### src/rtl/intt_pkg.sv
// ----------------------------------------------------------------------------
// intt_pkg
// shared constants, twiddle table and modular helpers for the inverse ntt
// ----------------------------------------------------------------------------
package intt_pkg;

	localparam int POLY_SIZE_DEF = 256;
	localparam int LANES_DEF     = 4;
	localparam int QUEUE_DEPTH   = 2;
	localparam int CW            = 14;
	localparam logic [CW-1:0] Q_MOD = 14'd12289;
	localparam logic [15:0] Q_NEG_INV = 16'd12287;
	localparam logic [CW-1:0] SCALE = 14'd256;

	typedef logic [CW-1:0] coeff_t;

	localparam logic [CW-1:0] TWIDDLE_ROM [256] = '{
		14'd4091, 14'd4401, 14'd1081, 14'd1229, 14'd2530, 14'd6014, 14'd7947, 14'd5329,
		14'd2579, 14'd4751, 14'd6464, 14'd11703, 14'd7023, 14'd2812, 14'd5890, 14'd10698,
		14'd3109, 14'd2125, 14'd1960, 14'd10925, 14'd10601, 14'd10404, 14'd4189, 14'd1875,
		14'd5847, 14'd8546, 14'd4615, 14'd5190, 14'd11324, 14'd10578, 14'd5882, 14'd11155,
		14'd8417, 14'd12275, 14'd10599, 14'd7446, 14'd5719, 14'd3569, 14'd5981, 14'd10108,
		14'd4426, 14'd8306, 14'd10755, 14'd4679, 14'd11052, 14'd1538, 14'd11857, 14'd100,
		14'd8247, 14'd6625, 14'd9725, 14'd5145, 14'd3412, 14'd7858, 14'd5831, 14'd9460,
		14'd5217, 14'd10740, 14'd7882, 14'd7506, 14'd12172, 14'd11292, 14'd6049, 14'd79,
		14'd13, 14'd6938, 14'd8886, 14'd5453, 14'd4586, 14'd11455, 14'd2903, 14'd4676,
		14'd9843, 14'd7621, 14'd8822, 14'd9109, 14'd2083, 14'd8507, 14'd8685, 14'd3110,
		14'd7015, 14'd3269, 14'd1367, 14'd6397, 14'd10259, 14'd8435, 14'd10527, 14'd11559,
		14'd11094, 14'd2211, 14'd1808, 14'd7319, 14'd48, 14'd9547, 14'd2560, 14'd1228,
		14'd9438, 14'd10787, 14'd11800, 14'd1820, 14'd11406, 14'd8966, 14'd6159, 14'd3012,
		14'd6109, 14'd2796, 14'd2203, 14'd1652, 14'd711, 14'd7004, 14'd1053, 14'd8973,
		14'd5244, 14'd1517, 14'd9322, 14'd11269, 14'd900, 14'd3888, 14'd11133, 14'd10736,
		14'd4949, 14'd7616, 14'd9974, 14'd4746, 14'd10270, 14'd126, 14'd2921, 14'd6720,
		14'd6635, 14'd6543, 14'd1582, 14'd4868, 14'd42, 14'd673, 14'd2240, 14'd7219,
		14'd1296, 14'd11989, 14'd7675, 14'd8578, 14'd11949, 14'd989, 14'd10541, 14'd7687,
		14'd7085, 14'd8487, 14'd1004, 14'd10236, 14'd4703, 14'd163, 14'd9143, 14'd4597,
		14'd6431, 14'd12052, 14'd2991, 14'd11938, 14'd4647, 14'd3362, 14'd2060, 14'd11357,
		14'd12011, 14'd6664, 14'd5655, 14'd7225, 14'd5914, 14'd9327, 14'd4092, 14'd5880,
		14'd6932, 14'd3402, 14'd5133, 14'd9394, 14'd11229, 14'd5252, 14'd9008, 14'd1556,
		14'd6908, 14'd4773, 14'd3853, 14'd8780, 14'd10325, 14'd7737, 14'd1758, 14'd7103,
		14'd11375, 14'd12273, 14'd8602, 14'd3243, 14'd6536, 14'd7590, 14'd8591, 14'd11552,
		14'd6101, 14'd3253, 14'd9969, 14'd9640, 14'd4506, 14'd3736, 14'd6829, 14'd10822,
		14'd9130, 14'd9948, 14'd3566, 14'd2133, 14'd3901, 14'd6038, 14'd7333, 14'd6609,
		14'd3468, 14'd4659, 14'd625, 14'd2700, 14'd7738, 14'd3443, 14'd3060, 14'd3388,
		14'd3526, 14'd4418, 14'd11911, 14'd6232, 14'd1730, 14'd2558, 14'd10340, 14'd5344,
		14'd5286, 14'd2190, 14'd11562, 14'd6199, 14'd2482, 14'd8756, 14'd5387, 14'd4101,
		14'd4609, 14'd8605, 14'd8226, 14'd144, 14'd5656, 14'd8704, 14'd2621, 14'd5424,
		14'd10812, 14'd2959, 14'd11346, 14'd6249, 14'd1715, 14'd4951, 14'd9540, 14'd1888,
		14'd3764, 14'd39, 14'd8219, 14'd2080, 14'd2502, 14'd1469, 14'd10550, 14'd8709
	};

	function automatic coeff_t reduce_once(input logic [CW-1:0] a);
		reduce_once = (a >= Q_MOD) ? a - Q_MOD : a;
	endfunction

	function automatic coeff_t add_q(input coeff_t a, input coeff_t b);
		logic [CW:0] s;
		s = {1'b0, a} + {1'b0, b};
		add_q = (s >= {1'b0, Q_MOD}) ? CW'(s - {1'b0, Q_MOD}) : s[CW-1:0];
	endfunction

	function automatic coeff_t sub_q(input coeff_t a, input coeff_t b);
		sub_q = (a >= b) ? a - b : CW'({1'b0, a} + {1'b0, Q_MOD} - {1'b0, b});
	endfunction

endpackage

### src/rtl/intt_if.sv
// ----------------------------------------------------------------------------
// intt_if
// valid/ready channel carrying a group of coefficients
// ----------------------------------------------------------------------------
interface intt_if #(
	parameter int LANES = intt_pkg::LANES_DEF
);
	logic valid;
	logic ready;
	intt_pkg::coeff_t coeff [LANES];
	logic last;

	modport source (output valid, output coeff, output last, input ready);
	modport sink (input valid, input coeff, input last, output ready);
endinterface

### src/rtl/intt_front.sv
// ----------------------------------------------------------------------------
// intt_front
// accepts input items, reduces lanes and queues them for the core
// ----------------------------------------------------------------------------
module intt_front #(
	parameter int LANES = intt_pkg::LANES_DEF
) (
	input  logic clk,
	input  logic arst_n,
	intt_if.sink   in_ch,
	intt_if.source q_ch
);
	localparam int DEPTH = intt_pkg::QUEUE_DEPTH;
	localparam int PW = $clog2(DEPTH);
	intt_pkg::coeff_t buf_q [DEPTH][LANES];
	logic [PW-1:0] wp_q, rp_q;
	logic [PW:0]   cnt_q;
	logic push, pop;

	assign in_ch.ready = (cnt_q != (PW+1)'(DEPTH));
	assign push = in_ch.valid && in_ch.ready;
	assign pop  = q_ch.valid && q_ch.ready;
	assign q_ch.valid = (cnt_q != '0);
	assign q_ch.last = 1'b0;

	always_comb begin
		for (int l = 0; l < LANES; l++) q_ch.coeff[l] = buf_q[rp_q][l];
	end

	always_ff @(posedge clk) begin
		if (push)
			for (int l = 0; l < LANES; l++)
				buf_q[wp_q][l] <= intt_pkg::reduce_once(in_ch.coeff[l]);
	end

	always_ff @(posedge clk or negedge arst_n) begin
		if (!arst_n) begin
			wp_q <= '0;
			rp_q <= '0;
			cnt_q <= '0;
		end else begin
			if (push) wp_q <= PW'((32'(wp_q) + 1) % DEPTH);
			if (pop) rp_q <= PW'((32'(rp_q) + 1) % DEPTH);
			cnt_q <= cnt_q + (PW+1)'(push) - (PW+1)'(pop);
		end
	end

	assert property (@(posedge clk) disable iff (!arst_n) cnt_q <= (PW+1)'(DEPTH))
		else $error("queue overflow");
	assert property (@(posedge clk) disable iff (!arst_n)
		(push && !pop) |=> cnt_q == $past(cnt_q) + 1'b1)
		else $error("queue count lost a push");
	assert property (@(posedge clk) disable iff (!arst_n) (cnt_q == '0) |-> !q_ch.valid)
		else $error("empty queue shows valid");
endmodule

### src/flat_wrapper.sv
// flat-port wrapper written by rule: the top's interface ports become plain ports
module intt_front_flat 
#(
	parameter int LANES = intt_pkg::LANES_DEF
)
  (clk, arst_n, in_ch_valid, in_ch_coeff, in_ch_last, in_ch_ready, q_ch_valid, q_ch_coeff, q_ch_last, q_ch_ready);
  intt_if #(.LANES(LANES)) in_ch_i ();
  intt_if #(.LANES(LANES)) q_ch_i ();
  input  logic clk;
  input  logic arst_n;
  input wire logic [$bits(in_ch_i.valid)-1:0] in_ch_valid;
  input wire logic [$bits(in_ch_i.coeff)-1:0] in_ch_coeff;
  input wire logic [$bits(in_ch_i.last)-1:0] in_ch_last;
  output wire logic [$bits(in_ch_i.ready)-1:0] in_ch_ready;
  output wire logic [$bits(q_ch_i.valid)-1:0] q_ch_valid;
  output wire logic [$bits(q_ch_i.coeff)-1:0] q_ch_coeff;
  output wire logic [$bits(q_ch_i.last)-1:0] q_ch_last;
  input wire logic [$bits(q_ch_i.ready)-1:0] q_ch_ready;
  assign in_ch_i.valid = in_ch_valid;
  assign in_ch_i.coeff = {>>{in_ch_coeff}};
  assign in_ch_i.last = in_ch_last;
  assign in_ch_ready = in_ch_i.ready;
  assign q_ch_valid = q_ch_i.valid;
  assign q_ch_coeff = {>>{q_ch_i.coeff}};
  assign q_ch_last = q_ch_i.last;
  assign q_ch_i.ready = q_ch_ready;
  intt_front #(.LANES(LANES)) u_core (.clk(clk), .arst_n(arst_n), .in_ch(in_ch_i), .q_ch(q_ch_i));
endmodule
### config.mk
export PLATFORM = sky130hd
export DESIGN_NAME = intt_front_flat
export DESIGN_NICKNAME = d
export VERILOG_FILES = /design/src/rtl/intt_pkg.sv /design/src/rtl/intt_if.sv /design/src/rtl/intt_front.sv /design/src/flat_wrapper.sv
export SDC_FILE = /design/constraint.sdc
export NUM_CORES = 1
export LEC_CHECK = 0
export BUFFER_PORTS_ARGS = -buffer_cell sky130_fd_sc_hd__buf_4
export CORE_ASPECT_RATIO = 2
export CORE_MARGIN = 5
export CORE_UTILIZATION = 59
export DETAILED_ROUTE_END_ITERATION = 16
export GPL_TIMING_DRIVEN = 0
export PLACE_DENSITY = 0.81
export SYNTH_ARGS = -nofsm -noshare
export SYNTH_HDL_FRONTEND = slang
export SYNTH_SLANG_ARGS = --single-unit
### constraint.sdc
create_clock -name clk -period 10.68 [get_ports clk]
set_clock_uncertainty 0.2 [all_clocks]
set_input_delay 0.534 -clock clk [delete_from_list [all_inputs] [get_ports clk]]
set_output_delay 0.534 -clock clk [all_outputs]
set_load 0.01 [all_outputs]
==> impl_summary.txt, run 1 <==
----------------------------------------------------
[Synthesis]
  #FFs+latches synth ... approximately 120
  Count of cell types in the netlist ... 47
  Ys flop type ... edfxtp_1
  Syn Inst Count ... between 400 and 500
  Ranking of synthesized cells by area ... edfxtp_1 58%, mux2_2 11%, xnor2_1 4.0%
  Number of synthesis warnings ... 0
  Netlist Area Pre-Place ... roughly 5700 sq um
  Post-synthesis cell type with the largest combined area ... edfxtp_1
  Fraction of post-synthesis cell area in the top cell type by area ... 58.5%
  Synthesized area divided by synthesized cell count ... 13.9 sq um
  Fraction of synthesis flops using an asynchronous set or reset pin ... 3.45%
  Number of nets produced by synthesis ... 489
  Sequential cell area fraction in the yosys report ... 60.2%
  Count of flip-flops with a built-in enable after synthesis ... about 110

[STA]
  Ratio of final minimum period to clock period ... 26.7%
  Maximum clock rate ... 351 MHz
  Worst max-slew margin expressed relative to the limit ... 56.1%
  Count of final max-slew check failures ... 0
  Final-layout worst hold slack ... 0.253 ns
  Post-route setup TNS ... 0 ns
  Number of endpoints with negative hold slack in the final report ... 0
  Setup repair after global routing missed its margin ... false
  Actual transition at the worst max-transition pin ... 0.658 ns
  Final period demand of the worst path ... ~2.9 ns
  Final count of negative-setup-slack endpoints ... 0

[Worst setup path]
  Largest fanout on the critical path ... 10
  Critical path class ... register to output port
  Crit path from ... u_core.rp_q
  Maximum cell stage delay along the critical path ... about 0.45 ns
  Crit path buf inv count ... 3
  Data arrival time of the critical path ... 2.12 ns
  Kind of cell adding the most delay to the critical path ... buffers and inverters
  Critical Path, Cell by Cell ... clkbuf_1, buf_2, mux2_2, buf_4
  Setup crit end kind ... output port
  Critical path launch point type ... register
  Reg-to-Reg Start ... u_core.cnt_q[1]
  Data required time at the worst endpoint ... 9.95 ns
  Slowest stage cell, crit path ... clkbuf_1

[Place]
  RD Place Congestion ... 0.896
  Post-placement cell area ... 6870 sq um
  Number of buffer cells added on primary ports ... 117
  Estimated wirelength of the detail-placed design ... 8960 microns

[Layout]
  Ratio of cells with drive above 1 in the final layout ... 39.9%
  # diodes ... 0
  Cell area after layout ... 7420 sq um
  Most frequent standard cell in the layout excluding fill and tap cells ... buf_4
  NumNets Final ... 629
  Final core area utilization ... 77.0%
  Layout fillers ... 608
  Synthesis-to-finish area growth ... 29.1%
  Commonest cells after routing, fill and taps aside ... 118 x buf_4, 112 x edfxtp_1, 57 x mux2_2

[Power and ir drop]
  Internal Pwr Total ... 1.23 mW
  Comb power frac ... 32.5%
  Part of the power in registers ... 37.8%
  Proportion of power drawn by the clock network ... 29.7%
  Pwr per Cell Area ... 233 nW/um^2
  Highest ir drop seen on vdd ... around 210 uV
  Leakage power total ... 2.76 nW
  Switching power ... ~500 uW
  Switching Share ... 29.0%

[Clock tree]
  Maximum level of the CTS H-tree ... 4
  Clock Latency Late Sink ... 0.41 ns
  TritonCTS clock tree ... yes
  Number of buffers between clock root and the deepest sink ... 2
  Buffer type at the clock tree root ... clkbuf_16
  Num CTS Buffers ... 17
  Clock-pin slew on the worst setup and hold paths ... 0.06 ns
  Sinks on Clock Net ... about 120
  Number of setup buffers added after CTS ... 0
  Resize count post-CTS ... 0

[Die]
  Io pins ... 120
  Die Outline Area ... about 12000 sq um
  Core area ... 9640 sq um
  Effective utilization at floorplan ... 59.7%
  Chip Width ... 79.8 microns
  Placement Rows ... slightly above 50
  Overall die height ... 150 microns

[Job]
  Max capacitance violation total ... 0

[GRT]
  Wire length of the first global-routing pass ... 18800 microns
  Antenna violations before repair ... 0
  All-Layer GR Usage ... 21.0%
  Number of global-route vias before repair ... 4066
  GR Overflow Total ... 0
  Largest net degree at the start of global routing ... 36

[Min path]
  Class of the tightest hold or removal check ... input port to async pin

[Detailed routing]
  DR iter-0 viols ... 163
  Via-to-Cell Ratio ... 5.59
  Residual antenna-violating net count after detailed routing ... 0
  Routed wire length ... around 12000 microns
  Total via count after detailed routing ... 3904
  WL per Instance ... 17.5 microns
  TritonRoute pass-1 iters ... 5
  Final routed DRC violation total ... 0

[Outcome]
  Result of the run ... completed

----------------------------------------------------
## through the flow
stage | setup slack [ns] | cells | power [mW]
5_1_grt | 7.69 | 699 | 1.80
2_1_floorplan | 7.02 | 414 | 0.962
3_5_place_dp | 8.07 | 666 | 1.23
6_report | 7.83 | 699 | 1.73
4_1_cts | 7.78 | 699 | 1.75
3_3_place_gp | 5.69 | 663 | 1.20
## Yosys cell counts (2+ instances only)
cell	instances
a21boi_0	3
a21oi_1	9
a31oi_1	6
and2_1	7
and3_1	3
and4_1	4
buf_2	6
clkbuf_1	5
dfrtp_1	4
edfxtp_1	112
ha_1	14
inv_1	15
mux2_2	57
nand2_1	14
nand3_1	10
nand4_1	18
nand4b_1	3
nor2_1	19
nor2b_1	3
nor3_1	14
nor4_1	11
nor4_4	2
nor4b_1	4
o21ai_0	2
o41ai_1	2
or2_2	2
or3_1	3
or4_1	3
xnor2_1	26
xor2_1	16
## logic make-up (layout without fill, tap and decap cells)
logic type                 after synthesis  count (layout)  synth area share, %
muxes                                   58              58                 11.3
adders and majority gates               14              14                 3.05
xor gates and xnor gates                42              42                 6.40
and+or+nand+nor                        128             128                 13.7
DFF                                    116             116                 60.2
AOI/OAI and AO/OA                       28              28                 3.24
buffers and inverters                   27             180                 1.96
other                                    1               1               0.0652
## what timing repair did
item | CTS | global route
endpoints found under the hold margin | 4 | 0
endpoints found under the setup margin | 0 | 0
hold buffers | 1 | 0
## power groups by stage
stage	registers, mW	clock network [mW]	logic (mW)
floorplan	0.658	0	0.304
global placement	0.665	0	0.537
detailed placement	0.661	0	0.570
CTS	0.652	0.519	0.575
global route	0.658	0.540	0.606
finish	0.652	0.513	0.562
## per-layer routing
layer  up-vias  routed length, microns  global-route usage, %
met4         0                     201                   8.97
li1       1867                       -                      -
met3        16                     671                   5.42
met1      1899                    4150                   19.8
met2       122                    7220                   41.1
met5         -                       0                      0
## path summary, 6_finish.rpt
kind | to | slack, ns | cells past startpoint
setup / recovery | q_ch_coeff[43] | 7.83 | 4
hold / removal | u_core.wp_q | 0.25 | 2
setup reg to reg | u_core.cnt_q[1] | 8.68 | 7
hold reg to reg | u_core.cnt_q[1] | 0.32 | 1
max in group asynchronous | u_core.cnt_q[0] | 9.92 | 2
min in group clk | u_core.buf_q[1][33] | 0.25 | 2
## state kept, by name (all words and copies together), names as in the netlist
register / flops
u_core.buf_q: 112
u_core.cnt_q: 2
u_core.rp_q: 1
u_core.wp_q: 1
## cell type report
cell class | count | area [sq um] | area share, %
clock buffer | 19 | 433 | 5.83
buffer | 12 | 56.3 | 0.758
inverter | 15 | 56.3 | 0.758
timing repair buffer | 121 | 956 | 12.9
multi-input combinational | 271 | 2180 | 29.4
tap | 132 | 165 | 2.22
sequential | 116 | 3460 | 46.7
clock inverter | 13 | 111 | 1.50
Note: power is estimated with default switching activity, not from simulation.
==> inputs of run 2 (changes only) <==
CORE_UTILIZATION = 50   (was 59)
PLACE_DENSITY = 0.73   (was 0.81)
clock period = 2.4 ns   (was 10.68 ns; I/O delays follow)
==> impl_summary.txt, run 2 (synthesized netlist as in run 1, its figures left out) <==
----------------------------------------------------
[Outcome]
  Result of the run ... completed (unchanged)

[Clock tree]
  Clock-pin slew on the worst setup and hold paths ... 0.05 ns (was 0.06 ns)
  TritonCTS clock tree ... yes (unchanged)
  Number of buffers between clock root and the deepest sink ... 2 (unchanged)
  Maximum level of the CTS H-tree ... 4 (unchanged)
  Buffer type at the clock tree root ... clkbuf_16 (unchanged)
  Num CTS Buffers ... 17 (unchanged)
  Clock Latency Late Sink ... 0.40 ns (was 0.41 ns)
  Sinks on Clock Net ... 116 (unchanged)

[Worst setup path]
  Critical path class ... input port to register (was register to output port)
  R2r setup slk ... 0.24 ns (was 8.68 ns)
  Critical Path, Cell by Cell ... dlygate4sd3_1, buf_4, nor4_1, and4_2, nor4_1, xor2_1, dlygate4sd3_1 (was clkbuf_1, buf_2, mux2_2, buf_4)
  Critical path launch point type ... input port (was register)
  Setup crit end kind ... register (was output port)
  Slowest stage cell, crit path ... dlygate4sd3_1 (was clkbuf_1)
  Crit path from ... in_ch_coeff[32] (was u_core.rp_q)
  Data arrival time of the critical path ... 2.29 ns (was 2.12 ns)
  Worst flop-to-flop path endpoint ... u_core.buf_q[0][25] (was u_core.cnt_q[1])
  Maximum cell stage delay along the critical path ... 0.58 ns (was 0.45 ns)
  Largest fanout on the critical path ... 5 (was 10)
  Data required time at the worst endpoint ... 2.35 ns (was 9.95 ns)
  Reg-to-Reg Start ... u_core.cnt_q[1] (unchanged)
  Capture point of the worst path ... u_core.buf_q[1][33] (was q_ch_coeff[43])
  Worst-case reg-to-reg path depth ... 4 (was 7)

[STA]
  Count of final max-slew check failures ... 0 (unchanged)
  Number of endpoints with negative hold slack in the final report ... 0 (unchanged)
  Final count of negative-setup-slack endpoints ... 0 (unchanged)
  Maximum clock rate ... 427 MHz
  Ratio of final minimum period to clock period ... 97.6%
  Final period demand of the worst path ... 2.34 ns
  Actual transition at the worst max-transition pin ... 0.832 ns (was 0.658 ns)
  Post-route setup TNS ... 0 ns (unchanged)
  Final-layout worst hold slack ... 0.0223 ns (was 0.253 ns)
  Worst max-slew margin expressed relative to the limit ... 44.4% (was 56.1%)

[Layout]
  # diodes ... 0 (unchanged)
  Area used by multi-input combinational logic ... 2210 sq um (was 2180 sq um)
  Post-Layout Cell Count ... 771 (was 699)
  Top flop regs ... u_core.buf_q (112), u_core.cnt_q (2) (unchanged)
  Most flop-heavy register ... u_core.buf_q (unchanged)
  Commonest cells after routing, fill and taps aside ... 119 x buf_4, 112 x edfxtp_1, 64 x dlygate4sd3_1 (was 118 x buf_4, 112 x edfxtp_1, 57 x mux2_2)
  NumNets Final ... 691 (was 629)
  Layout fillers ... 790 (was 608)
  Synthesis-to-finish area growth ... 41.5% (was 29.1%)
  Most frequent standard cell in the layout excluding fill and tap cells ... buf_4 (unchanged)
  Final core area utilization ... 72.1% (was 77.0%)
  Number of flip-flops in the largest register ... 112 (unchanged)
  Ratio of cells with drive above 1 in the final layout ... 36.9% (was 39.9%)
  Flip-flop and latch area ... 3460 sq um (unchanged)

[Detailed routing]
  Residual antenna-violating net count after detailed routing ... 0 (unchanged)
  Total via count after detailed routing ... 4226 (was 3904)
  Via-to-Cell Ratio ... 5.48 (was 5.59)
  TritonRoute pass-1 iters ... 4 (was 5)
  Routed wire length ... 13900 microns (was 12200 microns)
  DR iter-0 viols ... 186 (was 163)
  WL per Instance ... 18.0 microns (was 17.5 microns)
  Final routed DRC violation total ... 0 (unchanged)

[GRT]
  Wire length of the first global-routing pass ... 22200 microns (was 18800 microns)
  Number of global-route vias before repair ... 4736 (was 4066)
  Largest net degree at the start of global routing ... 57 (was 36)
  GR Overflow Total ... 0 (unchanged)
  Antenna violations before repair ... 0 (unchanged)
  All-Layer GR Usage ... 20.9% (was 21.0%)

[Place]
  Number of buffer cells added on primary ports ... 117 (unchanged)
  RD Place Congestion ... 0.907 (was 0.896)
  Post-Place Cells ... 674 (was 666)
  Estimated wirelength of the detail-placed design ... 9480 microns (was 8960 microns)

[Job]
  Max capacitance violation total ... 0 (unchanged)

[Power and ir drop]
  PnR Total Power ... 8.05 mW (was 1.73 mW)
  Leakage power total ... 3.06 nW (was 2.76 nW)
  Highest ir drop seen on vdd ... 745 uV (was 205 uV)
  Pwr per Cell Area ... 990 nW/um^2 (was 233 nW/um^2)

[Die]
  Chip Width ... 85.8 microns (was 79.8 microns)
  Core area ... 11300 sq um (was 9640 sq um)
  Effective utilization at floorplan ... 50.9% (was 59.7%)
  Io pins ... 120 (unchanged)
  Placement Rows ... 55 (was 51)
  Die Outline Area ... 13900 sq um (was 11900 sq um)
  Overall die height ... 162 microns (was 150 microns)

[Min path]
  Class of the tightest hold or removal check ... input port to register (was input port to async pin)
  Startpoint of the most critical hold path ... in_ch_coeff[4]

----------------------------------------------------
## run 2: changes by cell type in the layout (fill, tap and decap cells not counted), sizes merged
cell         change
dlygate4sd3     +63
clkinv           +1
buf              -2
bufinv           +3
clkinvlp         -2
inv              -1
## run 2: routing by layer
metal / routed length [microns] / GRT usage [%] / vias up
met1: 4470 / 17.8 / 2063
li1: - / - / 1999
met5: 0 / 0 / -
met3: 755 / 5.92 / 31
met4: 429 / 11.5 / 0
met2: 8260 / 41.2 / 133
## run 2: how the worst min path moves through the flow
stage	endpoint	slack (ns)	cells past startpoint
global route	u_core.buf_q[1][5]	0.04	4
detailed placement	u_core.rp_q	-0.28	1
floorplan	u_core.cnt_q[0]	-0.38	0
finish	u_core.buf_q[0][6]	0.02	4
CTS	u_core.buf_q[0][6]	0.002	4
global placement	u_core.wp_q	-0.28	1
## run 2: what timing repair did
item	4_1_cts	5_1_grt
buffers inserted	0	1
pin swaps	0	2
hold endpoints to repair	111	0
hold buffers	64	0
resized for setup	1	10
endpoints found under the setup margin	30	24
## run 2: layout make-up
class	instances	share of cell area, %
Buffer	12	0.754
Clock buffer	18	5.28
Clock inverter	14	2.29
Inverter	15	0.692
Multi-Input combinational cell	271	27.2
Sequential cell	116	42.6
Tap cell	142	2.18
Timing Repair Buffer	183	19.0
## run 2: stage by stage
step | setup WS (ns) | area [sq um]
after floorplan | 0.284 | 5760
after global placement | -0.144 | 6810
after detailed placement | 0.106 | 6830
after CTS | 0.0226 | 8090
after global routing | -0.00612 | 8140
final | 0.0583 | 8140
## run 2: worst max-delay path: cells and delay by family
kind / cells / cell delay (ns)
XOR/XNOR: 1 / 0.14
AND/OR/NAND/NOR: 3 / 0.76
buffers and inverters: 3 / 1.27
## run 2: report_power, final
| group | switching (mW) | internal [mW] | total, mW |
|---|---|---|---|
| Clock | 0.858 | 1.73 | 2.58 |
| Combinational | 1.27 | 1.28 | 2.55 |
| Sequential | 0.122 | 2.79 | 2.91 |
| Total | 2.25 | 5.80 | 8.05 |
==> inputs of run 3 (changes only) <==
PLACE_DENSITY = unset   (was 0.73)
PLACE_DENSITY_LB_ADDON = 0.1   (was unset)
==> impl_summary.txt, run 3 (synthesized netlist as in run 1, its figures left out) <==
----------------------------------------------------
[Detailed routing]
  Final routed DRC violation total ... 0 (unchanged)
  Routed wire length ... 13500 microns (was 13900 microns)
  DR iter-0 viols ... 205 (was 186)
  Total via count after detailed routing ... 4152 (was 4226)
  TritonRoute pass-1 iters ... 4 (unchanged)
  Via-to-Cell Ratio ... 5.41 (was 5.48)
  WL per Instance ... 17.6 microns (was 18.0 microns)
  Residual antenna-violating net count after detailed routing ... 0 (unchanged)

[GRT]
  GR Overflow Total ... 0 (unchanged)
  All-Layer GR Usage ... 20.6% (was 20.9%)
  Wire length of the first global-routing pass ... 22200 microns (about the same)
  Antenna violations before repair ... 0 (unchanged)
  Largest net degree at the start of global routing ... 57 (unchanged)
  Number of global-route vias before repair ... 4591 (was 4736)

[Power and ir drop]
  Switching power ... 2.26 mW (was 2.25 mW)
  Internal Pwr Total ... 5.91 mW (was 5.80 mW)
  Part of the power in registers ... 35.6% (was 36.2%)
  Pwr per Cell Area ... 1010 nW/um^2 (was 990 nW/um^2)
  Proportion of power drawn by the clock network ... 33.4% (was 32.1%)
  Highest ir drop seen on vdd ... 895 uV (was 745 uV)
  Comb power frac ... 31.0% (was 31.7%)
  Switching Share ... 27.7% (was 28.0%)
  Leakage power total ... 3.07 nW (was 3.06 nW)

[Place]
  Post-Place Cells ... 674 (unchanged)
  Post-Place Worst Slack ... 0.118 ns (was 0.106 ns)
  RD Place Congestion ... 0.868 (was 0.907)
  Estimated wirelength of the detail-placed design ... 9110 microns (was 9480 microns)
  Number of buffer cells added on primary ports ... 117 (unchanged)

[Die]
  Placement Rows ... 55 (unchanged)
  Effective utilization at floorplan ... 50.9% (unchanged)
  Chip Width ... 85.8 microns (unchanged)
  Core area ... 11300 sq um (unchanged)
  Io pins ... 120 (unchanged)
  Die Outline Area ... 13900 sq um (unchanged)
  Overall die height ... 162 microns (unchanged)

[Worst setup path]
  Data arrival time of the critical path ... 2.26 ns (was 2.29 ns)
  Maximum cell stage delay along the critical path ... 0.59 ns (was 0.58 ns)
  Critical Path, Cell by Cell ... dlygate4sd3_1, buf_4, nor4_1, and4_2, nor4_1, xor2_1, dlygate4sd3_1 (unchanged)
  Setup crit end kind ... register (unchanged)
  Slowest stage cell, crit path ... dlygate4sd3_1 (unchanged)
  Data required time at the worst endpoint ... 2.35 ns (about the same)
  Largest fanout on the critical path ... 5 (unchanged)
  Critical path launch point type ... input port (unchanged)
  Critical path class ... input port to register (unchanged)

[STA]
  Final setup slack of the worst path ... 0.0866 ns (was 0.0583 ns)
  Final period demand of the worst path ... 2.31 ns (was 2.34 ns)
  Actual transition at the worst max-transition pin ... 0.879 ns (was 0.832 ns)
  Number of endpoints with negative hold slack in the final report ... 0 (unchanged)
  Count of final max-slew check failures ... 0 (unchanged)
  Final count of negative-setup-slack endpoints ... 0 (unchanged)
  Worst max-slew margin expressed relative to the limit ... 41.2% (was 44.4%)
  Final-layout worst hold slack ... 0.0160 ns (was 0.0223 ns)
  Ratio of final minimum period to clock period ... 96.4% (was 97.6%)
  Setup repair after global routing missed its margin ... false
  Maximum clock rate ... 432 MHz (was 427 MHz)

[Clock tree]
  Num CTS Buffers ... 17 (unchanged)
  Clock Latency Late Sink ... 0.40 ns (about the same)
  Buffer type at the clock tree root ... clkbuf_16 (unchanged)
  Sinks on Clock Net ... 116 (unchanged)
  Maximum level of the CTS H-tree ... 4 (unchanged)
  Number of buffers between clock root and the deepest sink ... 2 (unchanged)
  TritonCTS clock tree ... yes (unchanged)
  Clock-pin slew on the worst setup and hold paths ... 0.05 ns (about the same)

[Outcome]
  Result of the run ... completed (unchanged)

[Layout]
  Synthesis-to-finish area growth ... 41.3% (was 41.5%)
  # diodes ... 0 (unchanged)
  Most frequent standard cell in the layout excluding fill and tap cells ... buf_4 (unchanged)
  Post-Layout Cell Count ... 768 (was 771)
  Top flop regs ... u_core.buf_q (112), u_core.cnt_q (2) (unchanged)
  Ratio of cells with drive above 1 in the final layout ... 36.7% (was 36.9%)
  Layout fillers ... 778 (was 790)
  Commonest cells after routing, fill and taps aside ... 119 x buf_4, 112 x edfxtp_1, 61 x dlygate4sd3_1 (was 119 x buf_4, 112 x edfxtp_1, 64 x dlygate4sd3_1)
  Most flop-heavy register ... u_core.buf_q (unchanged)
  NumNets Final ... 688 (was 691)
  Number of flip-flops in the largest register ... 112 (unchanged)
  Final core area utilization ... 72.0% (was 72.1%)

[Job]
  Max capacitance violation total ... 0 (unchanged)

[Min path]
  Class of the tightest hold or removal check ... input port to register (unchanged)

----------------------------------------------------
[run 3: cell count changes in the layout (fill, tap and decap cells not counted)]
cell / change
clkbuf_1: +1
clkinvlp_4: -3
nor4b_1: +1
bufinv_16: +1
clkinv_4: +1
a21boi_1: -2
dlygate4sd3_1: -3
a21boi_0: +2
clkinv_2: -1
nor4b_2: -1
inv_6: +1
[run 3: power groups by stage]
| stage | combinational (mW) | clock [mW] | sequential (mW) |
|---|---|---|---|
| 4_1_cts | 2.59 | 2.76 | 2.92 |
| 5_1_grt | 2.76 | 2.85 | 2.95 |
| 3_5_place_dp | 2.48 | 0 | 2.95 |
| 6_report | 2.53 | 2.73 | 2.91 |
| 3_3_place_gp | 2.43 | 0 | 2.93 |
| 2_1_floorplan | 1.36 | 0 | 2.91 |
[run 3: through the flow]
stage / instance area [sq um] / power [mW] / setup TNS, ns
floorplan: 5760 / 4.27 / 0
global placement: 6810 / 5.36 / -9.93
detailed placement: 6830 / 5.43 / 0
CTS: 8100 / 8.26 / 0
global route: 8120 / 8.56 / 0
finish: 8120 / 8.17 / 0
[run 3: repair_timing]
item                                    in CTS  in global routing
endpoints found under the setup margin      30                 20
endpoints found under the hold margin      109                  0
pin swaps                                    0                  2
gates cloned                                 0                  0
buffers inserted                             0                  1
hold buffers                                62                  0
resized for setup                            1                  7
[run 3: layout make-up]
| type | count | area (sq um) | share of cell area (%) |
|---|---|---|---|
| Multi-Input combinational cell | 271 | 2210 | 27.2 |
| Buffer | 12 | 61.3 | 0.755 |
| Timing Repair Buffer | 180 | 1520 | 18.7 |
| Clock inverter | 13 | 206 | 2.54 |
| Inverter | 15 | 56.3 | 0.693 |
| Tap cell | 142 | 178 | 2.19 |
| Clock buffer | 19 | 433 | 5.33 |
| Sequential cell | 116 | 3460 | 42.6 |
[run 3: metal layers]
layer | global-route usage [%] | routed length [microns]
met1 | 19.4 | 4440
met2 | 40.2 | 8060
met5 | 0 | 0
met3 | 5.51 | 739
met4 | 8.43 | 248
[run 3: final timing paths]
check | start | end | slack (ns) | cells past startpoint
worst max-delay path | in_ch_coeff[32] | u_core.buf_q[1][33] | 0.09 | 7
worst min-delay path | in_ch_coeff[10] | u_core.buf_q[0][11] | 0.02 | 3
worst max register to register | u_core.cnt_q[1] | u_core.buf_q[0][23] | 0.22 | 4
worst min register to register | u_core.cnt_q[1] | u_core.cnt_q[1] | 0.31 | 1
max in group asynchronous | arst_n | u_core.rp_q | 1.41 | 3
min in group asynchronous | arst_n | u_core.cnt_q[1] | 0.42 | 3
[run 3: critical path: cells and delay by family]
kind / cells / cell delay, ns
buffers and inverters: 3 / 1.27
and+or+nand+nor: 3 / 0.73
xor gates and xnor gates: 1 / 0.14
